[config.mk]
export PLATFORM = sky130hd
export DESIGN_NAME = fifo_queue_with_search
export DESIGN_NICKNAME = d
export VERILOG_FILES = /design/src/hdl/fqs_pkg.sv /design/src/hdl/fqs_ram.sv /design/src/hdl/fifo_queue_with_search.sv
export SDC_FILE = /design/constraint.sdc
export NUM_CORES = 1
export LEC_CHECK = 0
export ABC_CLOCK_PERIOD_IN_PS = 9200
export BUFFER_PORTS_ARGS = -buffer_cell sky130_fd_sc_hd__buf_2
export CORE_ASPECT_RATIO = 0.75
export CORE_MARGIN = 4
export CORE_UTILIZATION = 52
export CTS_CLUSTER_DIAMETER = 60
export DETAILED_ROUTE_END_ITERATION = 6
export PLACE_DENSITY = 0.71
export REMOVE_ABC_BUFFERS = 1
export SLEW_MARGIN = 0
export SYNTH_ARGS = -nofsm -noshare
export SYNTH_HDL_FRONTEND = slang
export SYNTH_HIERARCHICAL = 1
export SYNTH_SLANG_ARGS = --single-unit
export TNS_END_PERCENT = 5
[constraint.sdc]
create_clock -name clk_i -period 9.2 [get_ports clk_i]
set_input_delay 0.92 -clock clk_i [delete_from_list [all_inputs] [get_ports clk_i]]
set_output_delay 0.92 -clock clk_i [all_outputs]
set_load 0.005 [all_outputs]
[src/hdl/fqs_pkg.sv]
// Shared types and constants for the FIFO queue with key search.
// Used by the top level, its RAM wrapper user and the port checker.
package fqs_pkg;

  localparam int unsigned DEPTH_DEF   = 16;
  localparam int unsigned DATA_W      = 32;
  localparam int unsigned POS_W       = 5;
  localparam int unsigned OUT_FIELD_W = DATA_W + POS_W + POS_W;
  localparam int unsigned OUT_TDATA_W = ((OUT_FIELD_W + 7) / 8) * 8;
  localparam int unsigned OUT_PAD_W   = OUT_TDATA_W - OUT_FIELD_W;

  typedef enum logic [1:0] {
    OP_ENQ    = 2'd0,
    OP_DEQ    = 2'd1,
    OP_PEEK   = 2'd2,
    OP_SEARCH = 2'd3
  } opcode_e;

  typedef enum logic [1:0] {
    ST_OK       = 2'd0,
    ST_EMPTY    = 2'd1,
    ST_FULL     = 2'd2,
    ST_NOTFOUND = 2'd3
  } status_e;

  typedef enum logic [1:0] {
    S_IDLE,
    S_READ,
    S_SCAN,
    S_DONE
  } state_e;

  // One result word as it leaves the block
  typedef struct packed {
    logic signed [DATA_W-1:0] data;
    status_e                  status;
    logic [POS_W-1:0]         position;
    logic [POS_W-1:0]         occupancy;
  } res_t;

endpackage

[src/hdl/fqs_ram.sv]
// Generic single-port-write, single-port-read RAM with registered read data.
// No dependencies.
module fqs_ram #(
  parameter int unsigned WIDTH = 32,
  parameter int unsigned DEPTH = 16
) (
  input  logic                     clk_i,
  input  logic                     we_i,
  input  logic [$clog2(DEPTH)-1:0] waddr_i,
  input  logic [WIDTH-1:0]         wdata_i,
  input  logic [$clog2(DEPTH)-1:0] raddr_i,
  output logic [WIDTH-1:0]         rdata_o
);

  logic [WIDTH-1:0] mem [DEPTH];
  logic [WIDTH-1:0] rdata_q;

  // write port and registered read port
  always_ff @(posedge clk_i) begin
    if (we_i) begin
      mem[waddr_i] <= wdata_i;
    end
    rdata_q <= mem[raddr_i];
  end

  assign rdata_o = rdata_q;

endmodule

[src/hdl/fifo_queue_with_search.sv]
// Flow: an enqueue or a refused op goes straight to S_DONE; a dequeue/peek reads the head
// entry and passes through S_READ; a search walks the RAM in S_SCAN, one entry a cycle,
// until a match or the last entry. S_DONE loads the result into the output register.
// One word in flight: s_axis_tready stays low until the result has left S_DONE.
// One result may wait in the output register without blocking; a second holds the FSM.
// Reset empties the queue (pointers and count to zero); RAM contents are not reset.
module fifo_queue_with_search #(
  parameter int unsigned DEPTH = fqs_pkg::DEPTH_DEF
) (
  input  logic                               clk_i,
  input  logic                               rst_ni,
  // input words
  input  logic                               s_axis_tvalid,
  output logic                               s_axis_tready,
  input  logic [fqs_pkg::DATA_W-1:0]         s_axis_tdata,  // [31:0] value
  input  logic [1:0]                         s_axis_tuser,  // [1:0] opcode
  // result words
  output logic                               m_axis_tvalid,
  input  logic                               m_axis_tready,
  output logic [fqs_pkg::OUT_TDATA_W-1:0]    m_axis_tdata,  // [31:0] data, [36:32] position,
                                                            // [41:37] occupancy, rest zero
  output logic [1:0]                         m_axis_tuser   // [1:0] status
);

  import fqs_pkg::*;

  localparam int unsigned PTR_W = $clog2(DEPTH);
  localparam int unsigned CNT_W = $clog2(DEPTH + 1);
  localparam logic [PTR_W-1:0] PTR_LAST = PTR_W'(DEPTH - 1);
  localparam logic [CNT_W-1:0] CNT_FULL = CNT_W'(DEPTH);

  state_e                   state_q, state_d;
  logic [PTR_W-1:0]         head_q, head_d;
  logic [PTR_W-1:0]         tail_q, tail_d;
  logic [CNT_W-1:0]         cnt_q, cnt_d;
  logic [PTR_W-1:0]         scan_ptr_q, scan_ptr_d;
  logic [CNT_W-1:0]         idx_q, idx_d;
  logic signed [DATA_W-1:0] key_q, key_d;
  res_t                     res_q, res_d;
  res_t                     out_q;
  logic                     out_valid_q;
  logic                     out_load;

  logic                     ram_we;
  logic [PTR_W-1:0]         ram_raddr;
  logic [DATA_W-1:0]        ram_rdata;

  logic                     in_acc;
  opcode_e                  op_in;
  logic [CNT_W-1:0]         idx_inc;

  function automatic logic [PTR_W-1:0] next_ptr(input logic [PTR_W-1:0] p);
    logic [PTR_W-1:0] r;
    if (p == PTR_LAST) begin
      r = '0;
    end else begin
      r = p + PTR_W'(1);
    end
    return r;
  endfunction

  function automatic logic [POS_W-1:0] to_pos(input logic [CNT_W-1:0] v);
    logic [31:0] w;
    w = 32'(v);
    return w[POS_W-1:0];
  endfunction

  // entry store
  fqs_ram #(
    .WIDTH (DATA_W),
    .DEPTH (DEPTH)
  ) u_ram (
    .clk_i   (clk_i),
    .we_i    (ram_we),
    .waddr_i (tail_q),
    .wdata_i (s_axis_tdata),
    .raddr_i (ram_raddr),
    .rdata_o (ram_rdata)
  );

  assign s_axis_tready = (state_q == S_IDLE);
  assign in_acc        = s_axis_tvalid && s_axis_tready;
  assign op_in         = opcode_e'(s_axis_tuser);
  assign idx_inc       = idx_q + CNT_W'(1);

  // next state, pointer updates and RAM control
  always_comb begin
    state_d    = state_q;
    head_d     = head_q;
    tail_d     = tail_q;
    cnt_d      = cnt_q;
    scan_ptr_d = scan_ptr_q;
    idx_d      = idx_q;
    key_d      = key_q;
    res_d      = res_q;
    ram_we     = 1'b0;
    ram_raddr  = head_q;
    out_load   = 1'b0;

    case (state_q)
      S_IDLE: begin
        if (in_acc) begin
          key_d          = s_axis_tdata;
          res_d.data     = '0;
          res_d.status   = ST_OK;
          res_d.position = '0;
          state_d        = S_DONE;
          case (op_in)
            OP_ENQ: begin
              if (cnt_q == CNT_FULL) begin
                res_d.status = ST_FULL;
              end else begin
                ram_we = 1'b1;
                tail_d = next_ptr(tail_q);
                cnt_d  = cnt_q + CNT_W'(1);
              end
            end
            OP_DEQ, OP_PEEK: begin
              if (cnt_q == '0) begin
                res_d.status = ST_EMPTY;
              end else begin
                // head entry is read this cycle, data lands in S_READ
                state_d = S_READ;
                if (op_in == OP_DEQ) begin
                  head_d = next_ptr(head_q);
                  cnt_d  = cnt_q - CNT_W'(1);
                end
              end
            end
            OP_SEARCH: begin
              if (cnt_q == '0) begin
                res_d.status = ST_NOTFOUND;
              end else begin
                idx_d      = '0;
                scan_ptr_d = next_ptr(head_q);
                state_d    = S_SCAN;
              end
            end
            default: begin
              state_d = S_DONE;
            end
          endcase
          res_d.occupancy = to_pos(cnt_d);
        end
      end
      S_READ: begin
        res_d.data = ram_rdata;
        state_d    = S_DONE;
      end
      S_SCAN: begin
        // compare entry idx_q while the next one is being read
        ram_raddr  = scan_ptr_q;
        scan_ptr_d = next_ptr(scan_ptr_q);
        if (ram_rdata == key_q) begin
          res_d.position = to_pos(idx_inc);
          res_d.status   = ST_OK;
          state_d        = S_DONE;
        end else if (idx_inc == cnt_q) begin
          res_d.status = ST_NOTFOUND;
          state_d      = S_DONE;
        end else begin
          idx_d = idx_inc;
        end
      end
      S_DONE: begin
        if (!out_valid_q || m_axis_tready) begin
          out_load = 1'b1;
          state_d  = S_IDLE;
        end
      end
      default: begin
        state_d = S_IDLE;
      end
    endcase
  end

  // control state
  always_ff @(posedge clk_i or negedge rst_ni) begin
    if (!rst_ni) begin
      state_q     <= S_IDLE;
      head_q      <= '0;
      tail_q      <= '0;
      cnt_q       <= '0;
      out_valid_q <= 1'b0;
    end else begin
      state_q <= state_d;
      head_q  <= head_d;
      tail_q  <= tail_d;
      cnt_q   <= cnt_d;
      if (out_load) begin
        out_valid_q <= 1'b1;
      end else if (m_axis_tready) begin
        out_valid_q <= 1'b0;
      end
    end
  end

  // payload registers
  always_ff @(posedge clk_i) begin
    scan_ptr_q <= scan_ptr_d;
    idx_q      <= idx_d;
    key_q      <= key_d;
    res_q      <= res_d;
    if (out_load) begin
      out_q <= res_q;
    end
  end

  assign m_axis_tvalid = out_valid_q;
  assign m_axis_tdata  = {{OUT_PAD_W{1'b0}}, out_q.occupancy, out_q.position, out_q.data};
  assign m_axis_tuser  = out_q.status;

endmodule

# After elaboration in Yosys (flattened, before gate mapping)
# Memories as Yosys holds them, arrays and structs flattened. A register that Yosys moved wholly into a read port is not among the register bits.
# Cells that the tools add are included.
[op_classes] n_addsub=6 n_reduce_logical=19 n_mux=45 eq_ne=20 n_bitwise=2
[op_table] op="32-bit case mux with 2 select lines" count=1
[op_table] op="5-bit 2-to-1 mux" count=9
[op_table] op="44-bit 2-to-1 mux" count=1
[op_table] op="32-bit equality test" count=1
[op_table] op="4-bit 2-to-1 mux" count=7
[op_table] op="5-bit case mux with 2 select lines" count=2
[op_table] op="2-bit 2-to-1 mux" count=8
[op_table] op="7-bit case mux with 2 select lines" count=1
[op_table] op="4-bit by 1-bit adder with 4-bit output, second input constant" count=3
[op_table] op="4-bit equality test, second input constant" count=3
[op_table] op="1-bit 2-to-1 mux" count=12
[op_table] op="5-bit by 1-bit adder with 5-bit output, second input constant" count=2
[op_table] op="2-bit inequality test, second input constant" count=5
[op_table] op="3-bit AND reduction" count=3
[op_table] op="2-bit equality test, second input constant" count=4
[op_table] op="2-bit case mux with 4 select lines" count=1
[op_table] op="4-bit case mux with 2 select lines" count=1
[op_table] op="4-bit AND reduction" count=2
[op_table] op="2-bit case mux with 3 select lines" count=1
[op_table] op="6-bit AND reduction" count=1
[op_table] op="2-bit nonzero test" count=3
[op_table] op="5-bit equality test" count=1
[op_table] op="5-bit equality test, second input constant" count=1
[op_table] op="5-bit logical NOT" count=1
[op_table] op="13 further kinds" count=18
[word_totals] mem_bits_rw=512 reg_bits=145 in_bits=38 n_memories=1
[mem_list] memory="u_ram.mem" depth=16 width=32 read_ports=1 rd_clocked_by_memory_dff=1 write_ports=1 line="fqs_ram.sv:15" rtl="logic [WIDTH-1:0] mem [DEPTH];"

# Logic depth before layout (Yosys ltp)
[depth] ltp_word=7 mapped_depth=11

# By module
# The synthesis kept the hierarchy.
[modules_own_cells] mod="fqs_ram" cells_per_inst=838 seq_area_each_um2=16015.4 instances=1 area_per_inst_um2=19835.3
[modules_own_cells] mod="fifo_queue_with_search" cells_per_inst=407 seq_area_each_um2=4274.1 instances=1 area_per_inst_um2=6079.6

# Worst setup path after synthesis
# OpenSTA, ideal clock, no wires.
[synth_path] path_type="input to register" startpoint="input port s_axis_tuser[1]" endpoint="memory u_ram.mem[0][0], enable pin" t_required_ns=8.739 path_buffers=0 slack_ns=4.229 arrival_time_ns=4.510 cell_stages=7 setup_time_ns=0.461 cell_sequence="inv_1 -> ha_1 -> inv_1 -> a21o_1 -> nor2_1 -> or3b_2 -> nor3_1"
[synth_between] elab_chain_len=6
[synth_lines] element="from (decl)" line="fifo_queue_with_search.sv:16" rtl="input logic [1:0] s_axis_tuser,"
[synth_lines] element="2-bit logical NOT" line="fifo_queue_with_search.sv:108" rtl="case (op_in)"
[synth_lines] element="1-bit 2-to-1 mux" line="fifo_queue_with_search.sv:108"
[synth_lines] element="1-bit 2-to-1 mux" line="fifo_queue_with_search.sv:102" rtl="if (in_acc) begin"
[synth_lines] element="1-bit 2-to-1 mux" line="fifo_queue_with_search.sv:100" rtl="case (state_q)"
[synth_lines] element="via ram_we" line="fifo_queue_with_search.sv:44" rtl="logic ram_we;"
[synth_lines] element="1-bit 2-to-1 mux" line="fqs_ram.sv:20" rtl="if (we_i) begin"
[synth_lines] element="1-bit 2-to-1 mux (implied by the code)" line="fqs_ram.sv:21" rtl="mem[waddr_i] <= wdata_i;"
[synth_lines] element="to (decl)" line="fqs_ram.sv:15"
# The timed path passes the listed nets, and every way through them passes these cells.

# Worst setup path in the final report
[layout_path] startpoint="register cnt_q[0]" endpoint="memory u_ram.mem[0][20], enable pin"
[layout_between] elab_chain_len=7
[layout_lines] element="from (decl)" line="fifo_queue_with_search.sv:35" rtl="logic [CNT_W-1:0] cnt_q, cnt_d;"
[layout_lines] element="from (signal assigned)" line="fifo_queue_with_search.sv:189" rtl="cnt_q <= cnt_d;"
[layout_lines] element="5-bit equality test" line="fifo_queue_with_search.sv:110" rtl="if (cnt_q == CNT_FULL) begin"
[layout_lines] element="1-bit 2-to-1 mux" line="fifo_queue_with_search.sv:110"
[layout_lines] element="1-bit 2-to-1 mux" line="fifo_queue_with_search.sv:108"
[layout_lines] element="1-bit 2-to-1 mux" line="fifo_queue_with_search.sv:102"
[layout_lines] element="1-bit 2-to-1 mux" line="fifo_queue_with_search.sv:100"
[layout_lines] element="via ram_we" line="fifo_queue_with_search.sv:44"
[layout_lines] element="1-bit 2-to-1 mux" line="fqs_ram.sv:20"
[layout_lines] element="1-bit 2-to-1 mux (implied by the code)" line="fqs_ram.sv:21"
# The timed path passes the listed nets, and every way through them passes these cells.

==> metrics.cfg <==
[cts]
cts_setup_buffers=0
clockBufferDepth=3
cts_tree=built
cts_sinks=689
root_buffer=clkbuf_16
numCtsBuffers=66
cts_resized=0
htreeDepth=3
path_clk_slew_ns=0.07
holdBufCountCts=0
clk_latency_ns=0.59

[timing]
tightest_slew_ns=1.199
slew_viol_final=0
post-route-period-util_pct=43.05
finalSetupViolCount=0
period_needed_ns=3.961
hold_viol_final=0
rsz0062_at_grt=false
skew_ns=0.01686
setup_tns_ns=0
slew_headroom_pct=19.91
fmax_ghz=0.2525

[worst_setup_path]
max_stage_delay_ns=0.76
r2r_end=u_ram/mem[0][20]
crit_chain=inv_1 -> ha_1 -> nor3b_1 -> a21o_1 -> nor2_1 -> or3b_2 -> nor3_2 -> buf_4
cp_data_required_time_ns=9.44
cp_slowest_cell=nor3_2
critical_path_class=reg2reg
crit_arrival_ns=4.21
path_max_fanout=22
critPathCaptureType=register
timing.rr.start=cnt_q[0]
reg2regPathDepth=8
rrSetupSlack_ns=5.24
worst_setup_path_start_kind=register

[placed_design]
placement.cell_area_um2=27180
io_buffers=83
dpl.hpwl_mm=29.07
dp.cells=1942
place_congestion=0.7621

[floorplanning]
io_pins=90
num_rows=70
initial_core_util_pct=52.84
die_h_um=201.3
die_area_um2=53510
die_w_um=265.8
core_area_um2=49050

[logic_synthesis]
synth-main-ff-cell=edfxtp_1
yosysTopAreaCellShare_pct=74.28
syn_area_um2=25910
synth_warnings=6
synth_area_leaders=edfxtp_1, mux4_2, dfxtp_1
yosysUniqueCellTypes=50
synthCells=1245
synth.avg_cell_area_um2=20.82
synth-seq-cells=689
yosysSeqAreaShare_pct=78.29
async_flop_share_pct=2.322
synth_top_area_cell=edfxtp_1
synth_edf_count=641

[global_routing]
grt_max_degree=81
grt_first_pass_wirelength_mm=80.21
use_met1_pct=30.08
grt_pass1_vias=12650
gr-total-overflow=0
top_usage_layer=met2
grt_util_met2_pct=30.83
gr-usage-met3_pct=4.841
antenna_found_initial=0
grt_use_total_pct=20.17

[route]
dr.first_iter.drc_count=1192
drt_wl_total_mm=53.57
ant_nets=0
drc_errors=0
vias_per_cell=6.010
first_pass_iters=5
via_count=12392
wl_per_cell_um=25.98

[cells_and_area]
nFillCells=3459
num_antenna_cells=0
area_growth_pct=13.25
drive_above_1_share_pct=26.10
nets=1414
final_cell_mix=edfxtp_1, mux4_2, buf_2, clkbuf_16, a22oi_1
finalNonFillerCells=2062
stdcell_area_um2=29350
final_common_cell=edfxtp_1

[power_and_ir_drop]
power_density_nw_per_um2=304.5
p_total_mw=8.935
p_leak_nw=9.482
worst_ir_drop_vdd_uv=272.2

[flow_run]
maxCapViolations=0

[status]
run_status=finished clean

[hold_path]
hp-class=in2async

-- through the flow --
stage | util, % | hold WS (ns) | setup slack [ns]
6_report | 59.84 | 0.2613 | 5.239
5_1_grt | 59.84 | 0.2620 | 4.893
4_1_cts | 59.84 | 0.2441 | 5.183
3_5_place_dp | 55.42 | 0.4045 | 4.883
3_3_place_gp | 55.42 | 0.4014 | 5.001
2_1_floorplan | - | 0.4003 | 4.204
-- Yosys cell counts (5+ instances only) --
cell type / number
a22oi_1: 65
buf_4: 15
mux2_2: 12
nand2_1: 56
nor3_1: 5
mux4_2: 128
o21ai_0: 18
nand3_1: 8
buf_1: 11
nor2b_1: 8
inv_1: 12
dfxtp_1: 32
edfxtp_1: 641
dfrtp_1: 16
a31oi_1: 6
xnor2_1: 41
clkbuf_1: 25
nor2_1: 23
nand4_1: 9
ha_1: 14
a21oi_1: 7
and2_1: 41
buf_2: 10
-- flip-flops by register name, summed over array words and instances, names as in the netlist, 5 cells and up --
name and count:
u_ram/mem 512, res_q 44, key_q 32, u_ram/rdata_o 32, idx_q 5, m_axis_tdata 42, cnt_q 5
-- power breakdown --
group,internal (mW),leakage (nW),switching (mW),total [mW]
clock,1.58,1.06,1.10,2.69
sequential,3.85,6.30,0.182,4.03
combinational,1.01,2.13,1.20,2.21
total,6.45,9.48,2.49,8.94
-- critical path, delay by kind of cell (launching register included) --
kind / cells / cell delay (ns)
adders and majority gates: 1 / 0.24
DFF: 1 / 0.48
and+or+nand+nor: 4 / 2.02
AOI/OAI and AO/OA: 1 / 0.27
buffers and inverters: 2 / 0.59
-- area by class of cell --
| class | count | area (um2) | area share, % |
|---|---|---|---|
| flip-flops and latches | 689 | 20290 | 69.13 |
| multi-input cells | 487 | 5453 | 18.58 |
| clock buffers | 97 | 1944 | 6.625 |
| well taps | 648 | 810.8 | 2.763 |
| repair buffers | 105 | 580.6 | 1.978 |
| clock inverters | 23 | 221.5 | 0.7546 |
| inverters | 13 | 48.80 | 0.1663 |
-- routing by layer --
layer | part of all wire (%) | routed length (um)
met5 | 0 | 0
met4 | 1.6 | 851
met3 | 7.6 | 4083
met2 | 47 | 25220
met1 | 44 | 23420
-- cells by family (layout without fill, tap and decap cells) --
kind of cell             Yosys count  after routing  synth area share, %
XOR/XNOR                          46             46                1.584
flip-flops                       689            689                78.29
multiplexers                     142            142                11.73
buffers and inverters             74            238                1.337
AND/OR/NAND/NOR                  164            164                3.220
AO/OA/AOI/OAI                    115            115                3.143
adder cells (fa/ha/maj)           14             14               0.6759
other                              1              6              0.01447
-- how the worst max path moves through the flow --
stage	from	end	slack, ns	depth (start not counted)
finish	cnt_q[0]	u_ram/mem[0][20]	5.24	8
global route	state_q[0]	u_ram/rdata_o[1]	4.89	8
CTS	state_q[0]	u_ram/rdata_o[1]	5.18	8
detailed placement	s_axis_tuser[1]	u_ram/mem[0][5]	4.88	9
global placement	s_axis_tuser[1]	u_ram/mem[0][28]	5.00	9
floorplan	state_q[0]	u_ram/rdata_o[0]	4.20	6
Power figures use the tool's default switching activity.
